File: config.mk
export PLATFORM = sky130hd
export DESIGN_NAME = decimal_telemetry_frame_encoder
export DESIGN_NICKNAME = d
export VERILOG_FILES = /design/src/hw/rtl/dtfe_pkg.sv /design/src/hw/rtl/dtfe_front.sv /design/src/hw/rtl/dtfe_queue.sv /design/src/hw/rtl/dtfe_back.sv /design/src/hw/rtl/decimal_telemetry_frame_encoder.sv
export VERILOG_INCLUDE_DIRS = /design/src /design/src/hw/rtl
export SDC_FILE = /design/constraint.sdc
export NUM_CORES = 1
export LEC_CHECK = 0
export ABC_AREA = 1
export BUFFER_PORTS_ARGS = -buffer_cell sky130_fd_sc_hd__buf_2
export CAP_MARGIN = 40
export CORE_MARGIN = 2
export CORE_UTILIZATION = 50
export DETAILED_ROUTE_END_ITERATION = 10
export PLACE_DENSITY = 0.72
export SYNTH_ARGS = -nofsm -noshare
export SYNTH_HDL_FRONTEND = slang
export SYNTH_SLANG_ARGS = --single-unit
File: constraint.sdc
create_clock -name clk_i -period 7.9 [get_ports clk_i]
set_clock_uncertainty 0.2 [all_clocks]
set_input_delay 1.58 -clock clk_i [delete_from_list [all_inputs] [get_ports clk_i]]
set_output_delay 1.58 -clock clk_i [all_outputs]
set_load 0.05 [all_outputs]
File: src/hw/rtl/decimal_telemetry_frame_encoder_macros.svh
// Assertion helpers shared by the encoder RTL.
`ifndef DECIMAL_TELEMETRY_FRAME_ENCODER_MACROS_SVH
`define DECIMAL_TELEMETRY_FRAME_ENCODER_MACROS_SVH

// Same-cycle implication, sampled on clk_i, off while rst_ni is low.
`define DTFE_ASSERT_NOW(lbl, ante, cons, msg) \
  lbl: assert property (@(posedge clk_i) disable iff (!rst_ni) (ante) |-> (cons)) \
    else $error(msg);

// Next-cycle implication, sampled on clk_i, off while rst_ni is low.
`define DTFE_ASSERT_NEXT(lbl, ante, cons, msg) \
  lbl: assert property (@(posedge clk_i) disable iff (!rst_ni) (ante) |=> (cons)) \
    else $error(msg);

`endif

File: src/hw/rtl/dtfe_pkg.sv
`default_nettype none

package dtfe_pkg;

  // Frame bytes
  localparam logic [7:0]  STAR_CHAR  = 8'h2A;
  localparam logic [3:0]  DIGIT_HI   = 4'h3;   // '0'..'9' are 0x30..0x39
  localparam logic [7:0]  POINT_CHAR = 8'h2E;
  localparam logic [15:0] FIX_LIMIT  = 16'd9999;

  localparam int unsigned NUM_DIGITS = 5;
  localparam logic [2:0]  LAST_IDX   = 3'd7;

  // One converted request waiting for the emitter
  typedef struct packed {
    logic       func;
    logic [7:0] cmd_char;
    logic [3:0] dig0;   // ten thousands
    logic [3:0] dig1;   // thousands
    logic [3:0] dig2;   // hundreds
    logic [3:0] dig3;   // tens
    logic [3:0] dig4;   // ones
  } frame_t;

  // Queue handshake between front and back
  typedef struct packed {
    logic push;
    logic pop;
  } q_ctrl_t;

  typedef struct packed {
    logic full;
    logic empty;
  } q_stat_t;

  // d times the decimal weight handled at conversion step stp
  function automatic logic [16:0] step_mult(input logic [1:0] stp, input logic [3:0] d);
    logic [16:0] w;
    case (stp)
      2'd0:    w = 17'd10000;
      2'd1:    w = 17'd1000;
      2'd2:    w = 17'd100;
      default: w = 17'd10;
    endcase
    return 17'(w * {13'd0, d});
  endfunction

endpackage

`default_nettype wire

File: src/hw/rtl/dtfe_front.sv
`default_nettype none

module dtfe_front (
  input  wire logic              clk_i,
  input  wire logic              rst_ni,
  input  wire logic              push_i,
  output logic                   full_o,
  input  wire logic              func_i,
  input  wire logic [7:0]        cmd_char_i,
  input  wire logic [15:0]       value_i,
  input  wire logic              q_full_i,
  output logic                   q_push_o,
  output dtfe_pkg::frame_t       frame_o
);

  localparam logic [1:0] ST_IDLE = 2'd0;
  localparam logic [1:0] ST_CONV = 2'd1;
  localparam logic [1:0] ST_PUSH = 2'd2;

  logic [1:0]  state_q, state_d;
  logic [1:0]  step_q, step_d;
  logic [15:0] rem_q, rem_d;
  logic [3:0]  dig_q [dtfe_pkg::NUM_DIGITS];
  logic        func_q;
  logic [7:0]  cmd_q;
  logic        accept;
  logic [3:0]  digit;
  logic [16:0] sub;
  logic [16:0] diff;

  // One decimal digit per cycle: largest d with d*weight <= remainder
  always_comb begin
    digit = 4'd0;
    sub   = 17'd0;
    for (int d = 1; d <= 9; d++) begin
      if ({1'b0, rem_q} >= dtfe_pkg::step_mult(step_q, 4'(d))) begin
        digit = 4'(d);
        sub   = dtfe_pkg::step_mult(step_q, 4'(d));
      end
    end
    diff = {1'b0, rem_q} - sub;
  end

  assign q_push_o = (state_q == ST_PUSH) && !q_full_i;
  assign full_o   = (state_q == ST_CONV) || ((state_q == ST_PUSH) && q_full_i);
  assign accept   = push_i && !full_o;

  // Sequencer
  always_comb begin
    state_d = state_q;
    step_d  = step_q;
    rem_d   = rem_q;
    case (state_q)
      ST_IDLE, ST_PUSH: begin
        if (q_push_o || (state_q == ST_IDLE)) begin
          state_d = ST_IDLE;
        end
        if (accept) begin
          state_d = ST_CONV;
          step_d  = 2'd0;
          // fixed mode saturates at 9.999
          rem_d   = (func_i && (value_i > dtfe_pkg::FIX_LIMIT)) ?
                    dtfe_pkg::FIX_LIMIT : value_i;
        end
      end
      ST_CONV: begin
        rem_d  = diff[15:0];
        step_d = step_q + 2'd1;
        if (step_q == 2'd3) begin
          state_d = ST_PUSH;
        end
      end
      default: begin
        state_d = ST_IDLE;
      end
    endcase
  end

  always_ff @(posedge clk_i or negedge rst_ni) begin
    if (!rst_ni) begin
      state_q <= ST_IDLE;
      step_q  <= 2'd0;
    end else begin
      state_q <= state_d;
      step_q  <= step_d;
    end
  end

  // Payload
  always_ff @(posedge clk_i) begin
    rem_q <= rem_d;
    if (accept) begin
      func_q <= func_i;
      cmd_q  <= cmd_char_i;
    end
    if (state_q == ST_CONV) begin
      dig_q[{1'b0, step_q}] <= digit;
      if (step_q == 2'd3) begin
        dig_q[4] <= diff[3:0];
      end
    end
  end

  always_comb begin
    frame_o.func     = func_q;
    frame_o.cmd_char = cmd_q;
    frame_o.dig0     = dig_q[0];
    frame_o.dig1     = dig_q[1];
    frame_o.dig2     = dig_q[2];
    frame_o.dig3     = dig_q[3];
    frame_o.dig4     = dig_q[4];
  end

endmodule

`default_nettype wire

File: src/hw/rtl/dtfe_queue.sv
`default_nettype none

module dtfe_queue (
  input  wire logic              clk_i,
  input  wire logic              rst_ni,
  input  dtfe_pkg::q_ctrl_t      ctrl_i,
  output dtfe_pkg::q_stat_t      stat_o,
  input  dtfe_pkg::frame_t       wdata_i,
  output dtfe_pkg::frame_t       rdata_o
);

  // Two-entry queue of converted requests
  dtfe_pkg::frame_t mem_q [2];
  logic       wr_ptr_q, rd_ptr_q;
  logic [1:0] cnt_q;
  logic       do_push, do_pop;

  assign stat_o.full  = (cnt_q == 2'd2);
  assign stat_o.empty = (cnt_q == 2'd0);
  assign do_push      = ctrl_i.push && !stat_o.full;
  assign do_pop       = ctrl_i.pop && !stat_o.empty;
  assign rdata_o      = mem_q[rd_ptr_q];

  always_ff @(posedge clk_i or negedge rst_ni) begin
    if (!rst_ni) begin
      wr_ptr_q <= 1'b0;
      rd_ptr_q <= 1'b0;
      cnt_q    <= 2'd0;
    end else begin
      if (do_push) wr_ptr_q <= ~wr_ptr_q;
      if (do_pop)  rd_ptr_q <= ~rd_ptr_q;
      cnt_q <= cnt_q + {1'b0, do_push} - {1'b0, do_pop};
    end
  end

  always_ff @(posedge clk_i) begin
    if (do_push) begin
      mem_q[wr_ptr_q] <= wdata_i;
    end
  end

endmodule

`default_nettype wire

File: src/hw/rtl/dtfe_back.sv
`default_nettype none

module dtfe_back (
  input  wire logic              clk_i,
  input  wire logic              rst_ni,
  input  dtfe_pkg::frame_t       frame_i,
  input  wire logic              q_empty_i,
  output logic                   q_pop_o,
  output logic                   empty_o,
  input  wire logic              pop_i,
  output logic [7:0]             tx_byte_o,
  output logic                   last_byte_o
);

  logic [2:0] idx_q;
  logic       ovalid_q;
  logic [7:0] byte_q;
  logic       last_q;
  logic       advance, load;
  logic [7:0] sel;

  assign advance = !ovalid_q || pop_i;
  assign load    = advance && !q_empty_i;
  assign q_pop_o = load && (idx_q == dtfe_pkg::LAST_IDX);

  // Byte of the frame at position idx_q
  always_comb begin
    case (idx_q)
      3'd0:    sel = dtfe_pkg::STAR_CHAR;
      3'd1:    sel = frame_i.cmd_char;
      3'd2:    sel = {dtfe_pkg::DIGIT_HI, frame_i.func ? frame_i.dig1 : frame_i.dig0};
      3'd3:    sel = frame_i.func ? dtfe_pkg::POINT_CHAR :
                     {dtfe_pkg::DIGIT_HI, frame_i.dig1};
      3'd4:    sel = {dtfe_pkg::DIGIT_HI, frame_i.dig2};
      3'd5:    sel = {dtfe_pkg::DIGIT_HI, frame_i.dig3};
      3'd6:    sel = {dtfe_pkg::DIGIT_HI, frame_i.dig4};
      default: sel = dtfe_pkg::STAR_CHAR;
    endcase
  end

  always_ff @(posedge clk_i or negedge rst_ni) begin
    if (!rst_ni) begin
      idx_q    <= 3'd0;
      ovalid_q <= 1'b0;
    end else if (load) begin
      idx_q    <= idx_q + 3'd1;
      ovalid_q <= 1'b1;
    end else if (advance) begin
      ovalid_q <= 1'b0;
    end
  end

  // Output register
  always_ff @(posedge clk_i) begin
    if (load) begin
      byte_q <= sel;
      last_q <= (idx_q == dtfe_pkg::LAST_IDX);
    end
  end

  assign empty_o     = !ovalid_q;
  assign tx_byte_o   = byte_q;
  assign last_byte_o = last_q;

endmodule

`default_nettype wire

File: src/hw/rtl/decimal_telemetry_frame_encoder.sv
// Decimal telemetry frame encoder.
// Input side is a queue: a request (func_i, cmd_char_i, value_i) is taken on a
// clock edge with push high and full low. Output side is a queue too: the
// oldest byte sits on tx_byte_o/last_byte_o while empty is low and leaves on
// an edge with pop high. Each request yields eight bytes: '*', the command,
// five decimal digits (integer mode) or d.ddd (fixed mode, saturated at
// 9.999), and a closing '*' flagged by last_byte_o.
// The front converts the value to digits, one decimal weight per step; the
// request then passes a two-entry queue to the byte emitter and its output
// register. Bytes go out one per cycle while pop is held high and the queue
// holds a request; the byte emitter limits the request rate. full is high
// while every request converts. A stalled receiver fills the output
// register, then the queue, then the front, which holds full high until the
// queue has room again. Reset clears all control state; the block is empty
// and ready afterwards.
`default_nettype none
`include "decimal_telemetry_frame_encoder_macros.svh"

module decimal_telemetry_frame_encoder (
  input  wire logic        clk_i,
  input  wire logic        rst_ni,
  input  wire logic        push,
  output logic             full,
  input  wire logic        func_i,
  input  wire logic [7:0]  cmd_char_i,
  input  wire logic [15:0] value_i,
  output logic             empty,
  input  wire logic        pop,
  output logic [7:0]       tx_byte_o,
  output logic             last_byte_o
);

  dtfe_pkg::frame_t  fr_front, fr_head;
  dtfe_pkg::q_ctrl_t q_ctrl;
  dtfe_pkg::q_stat_t q_stat;

  dtfe_front u_front (
    .clk_i      (clk_i),
    .rst_ni     (rst_ni),
    .push_i     (push),
    .full_o     (full),
    .func_i     (func_i),
    .cmd_char_i (cmd_char_i),
    .value_i    (value_i),
    .q_full_i   (q_stat.full),
    .q_push_o   (q_ctrl.push),
    .frame_o    (fr_front)
  );

  dtfe_queue u_queue (
    .clk_i   (clk_i),
    .rst_ni  (rst_ni),
    .ctrl_i  (q_ctrl),
    .stat_o  (q_stat),
    .wdata_i (fr_front),
    .rdata_o (fr_head)
  );

  dtfe_back u_back (
    .clk_i       (clk_i),
    .rst_ni      (rst_ni),
    .frame_i     (fr_head),
    .q_empty_i   (q_stat.empty),
    .q_pop_o     (q_ctrl.pop),
    .empty_o     (empty),
    .pop_i       (pop),
    .tx_byte_o   (tx_byte_o),
    .last_byte_o (last_byte_o)
  );

  // Front never pushes into a full queue
  `DTFE_ASSERT_NOW(a_no_overflow, q_ctrl.push, !q_stat.full, "push into full queue")
  // An accepted request keeps the front busy while it converts
  `DTFE_ASSERT_NEXT(a_busy_after_accept, push && !full, full, "front took two requests")
  // The flagged byte is always the closing star
  `DTFE_ASSERT_NOW(a_last_is_star, !empty && last_byte_o, tx_byte_o == dtfe_pkg::STAR_CHAR,
                   "last byte is not a star")

endmodule

`default_nettype wire
==> results of run 1 <==
-- worst paths after layout --
| path | from | endpoint | slack [ns] | cells past startpoint |
|---|---|---|---|---|
| hold / removal | u_front.dig_q[2][1] | u_queue.mem_q[1][9] | 0.24 | 0 |
| setup reg to reg | u_front.step_q[0] | u_front.rem_q[10] | 1.07 | 35 |
| min in group asynchronous | rst_ni | u_queue.wr_ptr_q | 0.85 | 1 |
| hold reg to reg | u_front.dig_q[2][1] | u_queue.mem_q[1][9] | 0.24 | 0 |
| setup / recovery | u_front.step_q[0] | u_front.rem_q[10] | 1.07 | 35 |
| max in group asynchronous | rst_ni | u_back.idx_q[1] | 6.40 | 1 |
-- sequential cells by signal, indices dropped and copies added (netlist names), 2 cells and up --
signal / count
u_front.cmd_q: 8
u_back.idx_q: 3
u_front.dig_q: 20
u_queue.mem_q: 58
u_back.tx_byte_o: 8
u_front.state_q: 2
u_queue.cnt_q: 2
u_front.step_q: 2
u_front.rem_q: 16
-- metrics by stage --
stage	cells	util [%]	setup WS, ns
final	1401	57.50	1.070
after global routing	1401	57.50	0.4488
after CTS	1401	57.50	1.216
after detailed placement	1369	53.92	1.255
after global placement	1369	53.92	1.295
after floorplan	1110	-	2.297
-- worst register-to-register path: cells and delay by family (launching register included) --
family,cells,cell delay (ns)
buffers and inverters,2,0.53
xor gates and xnor gates,1,0.22
DFF,1,0.48
adders and majority gates,4,1.75
and+or+nand+nor,18,1.69
AOI/OAI and AO/OA,10,1.70
-- cell families (layout without fill, tap and decap cells) --
| logic type | Yosys count | after routing |
|---|---|---|
| adder cells (fa/ha/maj) | 119 | 119 |
| AO/OA/AOI/OAI | 225 | 225 |
| flip-flops | 124 | 124 |
| XOR/XNOR | 16 | 16 |
| AND/OR/NAND/NOR | 480 | 480 |
| multiplexers | 7 | 7 |
| buffers and inverters | 139 | 201 |
-- routing by layer --
metal	global-route usage [%]	vias up	share of wire, %
met5	0	-	0
met4	13.21	0	4.7
met3	5.265	74	7.4
met2	44.52	371	45
met1	37.50	3762	43
li1	-	3964	-
-- synthesized netlist by cell type (3+ instances only) --
cell type  instances
dfrtp_1           12
xnor2_1           10
nand3b_1           4
o21bai_1           3
inv_2              7
ha_1             118
clkbuf_1          11
nor2_2             4
o21a_1             4
edfxtp_1         112
o211ai_1           4
nand2_2            3
buf_2              4
o2111ai_1          3
a21o_1             4
clkinv_1           3
o21ai_0           62
nand3_1           53
nand2_1          266
nand4_1           20
inv_1            109
o32ai_1            5
o21ai_1           12
a21oi_1          103
nor4_1             5
xor2_1             6
nor2_1            95
nor2_4             3
a31oi_1            5
o22ai_1            4
nor3_1            15
mux2i_1            7
nand3_2            3
-- cell type report --
type	instances	area, um2
inverter	119	446.7
clock inverter	13	214.0
multi-input combinational	847	5044
fill	1638	7660
sequential	124	3664
tap	229	286.5
timing repair buffer	50	277.8
clock buffer	19	432.9
==> results.py, run 1 <==
metrics = {
    "global_routing": {
        "first_global_vias": 7700,
        "grt_max_degree": 31,
        "grt_antenna_before_repair": 0,
        "grt.total_usage_pct": 28.12,
        "grt_remaining_overflow": 0,
        "grt_pass1_wl_um": 42760,
    },
    "cells_and_area": {
        "final_common_cell": "nand2_1",
        "final_cell_mix": "266 x nand2_1, 118 x ha_1, 112 x edfxtp_1, 109 x inv_1, 103 x a21oi_1",
        "fin_area_um2": 10360,
        "area_growth_pct": 12.08,
        "drive_gt1_share_pct": 9.386,
        "diodes": 0,
        "nets": 1307,
    },
    "clock_tree": {
        "clkLatencyLatePin_ns": 0.42,
        "post-cts-setup-buffers": 0,
        "cts_tree": "done",
        "clkSinkCount": 124,
        "post_cts_resized": 0,
        "cts-root-buf": "clkbuf_16",
        "cts_max_level": 4,
        "path_clk_slew_ns": 0.06,
        "cts_buffers": 17,
        "ctsHoldBuffers": 0,
        "cts_buffer_depth": 2,
    },
    "synth": {
        "synth_top_family_by_area": "simple AND/OR/NAND/NOR gates",
        "yosys.area.top_type": "edfxtp_1",
        "yosys.area_share.simple_pct": 22.45,
        "synthArstFlopShare_pct": 9.677,
        "ys_warn_count": 0,
        "synth-seq-cells": 124,
        "synth_edf_count": 112,
        "synth_top_area_share_pct": 36.37,
        "syn_inst": 1110,
        "synth-main-ff-cell": "edfxtp_1",
        "yosysSeqAreaShare_pct": 39.62,
        "avgSynthCellArea_um2": 8.331,
        "yosysUniqueCellTypes": 54,
        "synth_xor_xnor_area_share_pct": 1.515,
        "synth_nets": 1258,
        "syn_area_um2": 9248,
        "synth_mux_area_share_pct": 0.7577,
        "synth_compound_area_share_pct": 13.58,
        "synthTopCellsByArea": "edfxtp_1 36%, ha_1 16%, nand2_1 11%",
        "synth_fa_ha_area_share_pct": 16.18,
    },
    "sta": {
        "rsz0062_at_grt": "no",
        "slew_headroom_pct": 43.86,
        "setup_violations": 0,
        "min_period_over_period_pct": 86.46,
        "period_needed_ns": 6.830,
        "worst_slew_pin_slew_ns": 0.8391,
        "max_clock_freq_mhz": 146.4,
        "finalHoldViolCount": 0,
        "setup-tns-final_ns": 0,
        "whs_ns": 0.2378,
        "slew_violations": 0,
    },
    "floorplanning": {
        "core_um2": 18020,
        "die-area_um2": 19600,
        "rows": 49,
        "die_w_um": 140.0,
        "die_h_um": 140.0,
        "io_pins": 40,
        "start_util_pct": 51.31,
    },
    "critical_path": {
        "crit_path_frequent_cell": "nand2_1",
        "end_kind": "flop",
        "worstSetupPathType": "reg2reg",
        "required_ns": 7.87,
        "crit_fanout": 12,
        "startpoint_type": "flop",
        "critPathSlowestCell": "ha_1",
        "worstPathArrival_ns": 6.80,
        "critPathBufInv": 2,
        "cp_top_family": "adder cells",
        "slowest_delay_ns": 0.63,
    },
    "route": {
        "via_per_inst": 5.832,
        "ant_nets": 0,
        "routed_wl_um": 27160,
        "drc_errors": 0,
        "dr.pass1.iters": 6,
        "drt_iter0_markers": 766,
        "dr_total_vias": 8171,
        "post_drt_wl_per_cell_um": 19.38,
    },
    "placement": {
        "place.gp.congestion": 1.044,
        "io_buffers": 39,
        "hpwl_um": 20160,
        "place_area_um2": 9718,
    },
    "status": {
        "status": "complete, no violations",
    },
    "job": {
        "maxCapViolations": 0,
    },
    "hold_path": {
        "hp-class": "reg2reg",
    },
}
Power of run 1 is left out: the tool's default activity adds up to more than one toggle a clock period on the data nets, which glitch-free logic cannot reach.
==> inputs of run 2 (changes only) <==
--- a/config.mk
+++ b/config.mk
@@ -12,7 +12,7 @@
 export CORE_MARGIN = 2
 export CORE_UTILIZATION = 50
 export DETAILED_ROUTE_END_ITERATION = 10
-export PLACE_DENSITY = 0.72
+export PLACE_DENSITY = 0.69
 export SYNTH_ARGS = -nofsm -noshare
 export SYNTH_HDL_FRONTEND = slang
 export SYNTH_SLANG_ARGS = --single-unit
==> constraint.sdc (replaced) <==
create_clock -name clk_i -period 8.2 [get_ports clk_i]
set_clock_uncertainty 0.2 [all_clocks]
set_input_delay 1.64 -clock clk_i [delete_from_list [all_inputs] [get_ports clk_i]]
set_output_delay 1.64 -clock clk_i [all_outputs]
set_load 0.05 [all_outputs]
==> results.py, run 2 (synthesized netlist as in run 1, its figures left out) <==
metrics = {
    "status": {
        "status": "complete, no violations",
    },
    "critical_path": {
        "worstPathArrival_ns": 6.97,
        "timing.rr.end": "u_front.rem_q[10]",
        "crit_fanout": 12,
        "r2r_cells": 35,
        "r2r_slack_ns": 1.20,
        "critPathSlowestCell": "dfrtp_1",
        "crit_path_frequent_cell": "nand2_1",
        "end_kind": "flop",
        "slowest_delay_ns": 0.52,
        "startpoint_type": "flop",
        "worstSetupPathType": "reg2reg",
        "r2r_start": "u_front.step_q[0]",
        "required_ns": 8.17,
    },
    "route": {
        "dr.pass1.iters": 5,
        "via_per_inst": 5.806,
        "dr_total_vias": 8117,
        "routed_wl_um": 27080,
        "drc_errors": 0,
        "drt_iter0_markers": 650,
        "ant_nets": 0,
        "post_drt_wl_per_cell_um": 19.37,
    },
    "sta": {
        "period_needed_ns": 7.002,
        "slew_headroom_pct": 42.03,
        "finalHoldViolCount": 0,
        "worst_slew_pin_slew_ns": 0.8685,
        "setup-tns-final_ns": 0,
        "min_period_over_period_pct": 85.38,
        "slew_violations": 0,
        "rsz0062_at_grt": "no",
        "setup_violations": 0,
        "max_clock_freq_mhz": 142.8,
    },
    "global_routing": {
        "grt_pass1_wl_um": 43030,
        "grt_max_degree": 31,
        "grt_antenna_before_repair": 0,
        "grt.total_usage_pct": 28.44,
        "first_global_vias": 7866,
        "grt_remaining_overflow": 0,
    },
    "cells_and_area": {
        "multi_input_area_um2": 5044,
        "final_common_cell": "nand2_1",
        "largest_reg_flops": 58,
        "reg.largest.list": "u_queue.mem_q: 58 flops, u_front.dig_q: 20 flops, u_front.rem_q: 16 flops",
        "diodes": 0,
        "final_cell_mix": "266 x nand2_1, 118 x ha_1, 112 x edfxtp_1, 109 x inv_1, 103 x a21oi_1",
        "regMostFlops": "u_queue.mem_q",
        "fill_cells": 1636,
        "drive_gt1_share_pct": 9.324,
        "nets": 1304,
        "area_growth_pct": 11.28,
        "final-seq-area_um2": 3664,
    },
    "clock_tree": {
        "post-cts-setup-buffers": 0,
        "clkSinkCount": 124,
        "clkLatencyLatePin_ns": 0.43,
        "post_cts_resized": 0,
        "path_clk_slew_ns": 0.06,
        "cts_max_level": 4,
        "cts_tree": "done",
        "cts_buffers": 17,
        "cts_buffer_depth": 2,
        "ctsHoldBuffers": 0,
        "cts-root-buf": "clkbuf_16",
    },
    "floorplanning": {
        "rows": 49,
        "start_util_pct": 51.31,
        "io_pins": 40,
        "core_um2": 18020,
        "die_w_um": 140.0,
        "die-area_um2": 19600,
        "die_h_um": 140.0,
    },
    "placement": {
        "io_buffers": 39,
        "hpwl_um": 20190,
        "place.gp.congestion": 1.015,
    },
    "hold_path": {
        "min_from": "u_front.dig_q[1][1]",
        "whs_path_depth": 0,
        "hold_path_end": "u_queue.mem_q[0][13]",
        "hp-class": "reg2reg",
    },
    "job": {
        "maxCapViolations": 0,
    },
}
[run 2: cell count changes in the layout (fill, tap and decap cells not counted)]
| cell | before | now |
|---|---|---|
| inv_6 | 2 | 9 |
| clkbuf_1 | 2 | 0 |
| buf_4 | 11 | 8 |
| bufinv_16 | 5 | 2 |
| clkinvlp_4 | 2 | 0 |
[run 2: final cells by class]
| type | instances | share of cell area [%] |
|---|---|---|
| flip-flops and latches | 124 | 35.60 |
| clock buffers | 17 | 4.134 |
| clock inverters | 15 | 1.653 |
| multi-input cells | 847 | 49.01 |
| repair buffers | 47 | 2.480 |
| inverters | 119 | 4.340 |
| well taps | 229 | 2.784 |
[run 2: per-stage QoR]
stage / setup WS (ns) / hold WS [ns] / util (%) / area (um2) / instances
global route: 0.6310 / 0.2463 / 57.09 / 10290 / 1398
floorplan: 2.597 / 0.2215 / - / 9248 / 1110
finish: 1.198 / 0.2400 / 57.09 / 10290 / 1398
detailed placement: 1.430 / 0.2306 / 53.79 / 9696 / 1366
CTS: 1.347 / 0.2420 / 57.09 / 10290 / 1398
global placement: 1.590 / 0.2215 / 53.79 / 9696 / 1366
[run 2: layer usage]
metal	track usage, %	routed length, um	vias to the layer above	share of wire (%)
li1	-	-	3960	-
met1	36.14	11490	3722	42
met2	45.67	12530	335	46
met3	6.906	1748	100	6.5
met4	13.89	1317	0	4.9
met5	0	0	-	0
[run 2: worst max-delay path, delay by kind of cell (launching register included)]
family / cells / cell delay, ns
simple gates: 18 / 2.18
compound gates: 11 / 1.80
fa+ha+maj: 4 / 1.61
flops: 1 / 0.52
buf+inv: 1 / 0.26
xor+xnor: 1 / 0.18
[run 2: worst max-delay path by stage]
| stage | to | slack, ns | from |
|---|---|---|---|
| after floorplan | u_front.rem_q[10] | 2.60 | u_front.step_q[0] |
| after global placement | u_front.rem_q[10] | 1.59 | u_front.step_q[0] |
| after detailed placement | u_front.rem_q[10] | 1.43 | u_front.step_q[0] |
| after CTS | u_front.rem_q[10] | 1.35 | u_front.step_q[0] |
| after global routing | u_front.rem_q[10] | 0.63 | u_front.step_q[0] |
| final | u_front.rem_q[10] | 1.20 | u_front.step_q[0] |
Power of run 2 is left out for the same reason.
==> inputs of run 3 (changes only) <==
--- a/config.mk
+++ b/config.mk
@@ -15,4 +15,5 @@
 export PLACE_DENSITY = 0.69
 export SYNTH_ARGS = -nofsm -noshare
 export SYNTH_HDL_FRONTEND = slang
+export SYNTH_HIERARCHICAL = 1
 export SYNTH_SLANG_ARGS = --single-unit
==> results.py, run 3 <==
metrics = {
    "critical_path": {
        "crit_path_frequent_cell": "nand2_1",
        "worstPathArrival_ns": 7.44,
        "end_kind": "flop",
        "worstSetupPathType": "reg2reg",
        "slowest_delay_ns": 0.63,
        "required_ns": 8.18,
        "startpoint_type": "flop",
        "crit_fanout": 18,
        "critPathSlowestCell": "nand4_1",
    },
    "clock_tree": {
        "cts_buffer_depth": 2,
        "post-cts-setup-buffers": 0,
        "clkLatencyLatePin_ns": 0.42,
        "cts_tree": "done",
        "post_cts_resized": 0,
        "path_clk_slew_ns": 0.07,
        "clkSinkCount": 124,
        "cts_max_level": 4,
        "cts_buffers": 17,
        "ctsHoldBuffers": 0,
        "cts-root-buf": "clkbuf_16",
    },
    "sta": {
        "rsz0062_at_grt": "no",
        "finalHoldViolCount": 0,
        "min_period_over_period_pct": 91.00,
        "period_needed_ns": 7.462,
        "setup_violations": 0,
        "slew_headroom_pct": 44.07,
        "setup-tns-final_ns": 0,
        "max_clock_freq_mhz": 134.0,
        "slew_violations": 0,
        "worst_slew_pin_slew_ns": 0.8370,
    },
    "cells_and_area": {
        "regMostFlops": "u_queue/mem_q",
        "drive_gt1_share_pct": 10.64,
        "multi_input_area_um2": 5438,
        "diodes": 0,
        "final_common_cell": "nand2_1",
        "largest_reg_flops": 58,
        "area_growth_pct": 10.54,
        "nets": 1432,
        "final-seq-area_um2": 3664,
        "reg.largest.list": "u_queue/mem_q: 58 flops, u_front/dig_q: 20 flops, u_front/rem_q: 16 flops",
        "final_cell_mix": "376 x nand2_1, 127 x inv_1, 118 x ha_1, 112 x edfxtp_1, 99 x nor2_1",
        "fill_cells": 1795,
    },
    "floorplanning": {
        "io_pins": 40,
        "rows": 51,
        "die-area_um2": 20730,
        "core_um2": 19330,
        "die_h_um": 144.0,
        "die_w_um": 144.0,
        "start_util_pct": 50.68,
    },
    "route": {
        "dr_total_vias": 8624,
        "routed_wl_um": 27550,
        "ant_nets": 0,
        "drt_iter0_markers": 779,
        "via_per_inst": 5.521,
        "post_drt_wl_per_cell_um": 17.64,
        "dr.pass1.iters": 6,
        "drc_errors": 0,
    },
    "global_routing": {
        "grt.total_usage_pct": 27.46,
        "first_global_vias": 7929,
        "grt_max_degree": 31,
        "grt_antenna_before_repair": 1,
        "grt_pass1_wl_um": 43010,
        "grt_remaining_overflow": 0,
    },
    "synth": {
        "yosys.area.top_type": "edfxtp_1",
        "syn_area_um2": 9798,
        "synth-seq-cells": 124,
        "yosysMostFrequentCell": "nand2_1",
        "yosysUniqueCellTypes": 55,
        "synth_nets": 1395,
        "synthArstFlopShare_pct": 9.677,
        "synthTopCellsByCount": "376 x nand2_1, 127 x inv_1, 118 x ha_1",
        "synth-main-ff-cell": "edfxtp_1",
        "synth_top_area_share_pct": 34.33,
        "avgSynthCellArea_um2": 7.857,
        "syn_inst": 1247,
        "synthTopCellsByArea": "edfxtp_1 34%, ha_1 15%, nand2_1 14%",
        "synth_edf_count": 112,
        "yosysSeqAreaShare_pct": 37.39,
        "ys_warn_count": 6,
    },
    "placement": {
        "place.gp.congestion": 1.066,
        "hpwl_um": 20710,
        "io_buffers": 39,
    },
    "status": {
        "status": "complete, no violations",
    },
    "job": {
        "maxCapViolations": 0,
    },
    "hold_path": {
        "hp-class": "reg2reg",
    },
}
## run 3: cell count changes after synthesis, moves of 7 or more
| cell | delta |
|---|---|
| nand2_1 | +110 |
| nand3_1 | +20 |
| o21ai_0 | -19 |
| inv_1 | +18 |
| buf_2 | +12 |
| inv_2 | +11 |
| mux2i_1 | -7 |
## run 3: routing by layer
layer | GRT usage, % | up-vias | routed length (um)
met5 | 0 | - | 0
met4 | 11.66 | 0 | 1170
met3 | 4.536 | 77 | 1762
met2 | 45.91 | 353 | 12980
met1 | 35.32 | 3924 | 11640
li1 | - | 4270 | -
## run 3: path summary, 6_finish.rpt
check,depth (start not counted),slack (ns),from,to
hold / removal,0,0.24,u_front/dig_q[3][3],u_queue/mem_q[1][7]
setup / recovery,39,0.74,u_front/step_q[1],u_front/rem_q[11]
max in group asynchronous,1,6.64,rst_ni,u_queue/wr_ptr_q
setup reg to reg,39,0.74,u_front/step_q[1],u_front/rem_q[11]
hold reg to reg,0,0.24,u_front/dig_q[3][3],u_queue/mem_q[1][7]
min in group asynchronous,1,0.91,rst_ni,u_back/ovalid_q
## run 3: worst max-delay path: cells and delay by family, from the launching register on
family                   cells  cell delay [ns]
AND/OR/NAND/NOR             21             2.39
buffers and inverters        3             0.73
AO/OA/AOI/OAI                9             1.43
adder cells (fa/ha/maj)      4             1.61
XOR/XNOR                     2             0.30
flip-flops                   1             0.54
## run 3: layout make-up
class / instances / area share (%)
multi-input cells: 949 / 50.21
flip-flops and latches: 124 / 33.83
inverters: 146 / 5.060
clock buffers: 18 / 3.963
well taps: 265 / 3.061
repair buffers: 46 / 2.287
clock inverters: 14 / 1.594
## run 3: metrics by stage
| step | utilization [%] | hold WS, ns | instances | instance area, um2 | worst slack (ns) |
|---|---|---|---|---|---|
| 2_1_floorplan | - | 0.2215 | 1247 | 9798 | 2.656 |
| 3_3_place_gp | 52.90 | 0.2225 | 1530 | 10230 | 0.9259 |
| 3_5_place_dp | 52.90 | 0.2310 | 1530 | 10230 | 0.9428 |
| 4_1_cts | 56.02 | 0.2402 | 1562 | 10830 | 0.9039 |
| 5_1_grt | 56.02 | 0.2396 | 1562 | 10830 | 0.1910 |
| 6_report | 56.02 | 0.2372 | 1562 | 10830 | 0.7379 |
## run 3: logic make-up after synthesis
kind of cell / after synthesis / synth area share, %
AND/OR/NAND/NOR: 622 / 27.71
buffers and inverters: 174 / 7.138
adder cells (fa/ha/maj): 119 / 15.27
XOR/XNOR: 13 / 1.162
flip-flops: 124 / 37.39
AO/OA/AOI/OAI: 195 / 11.33
Power of run 3 is left out for the same reason.
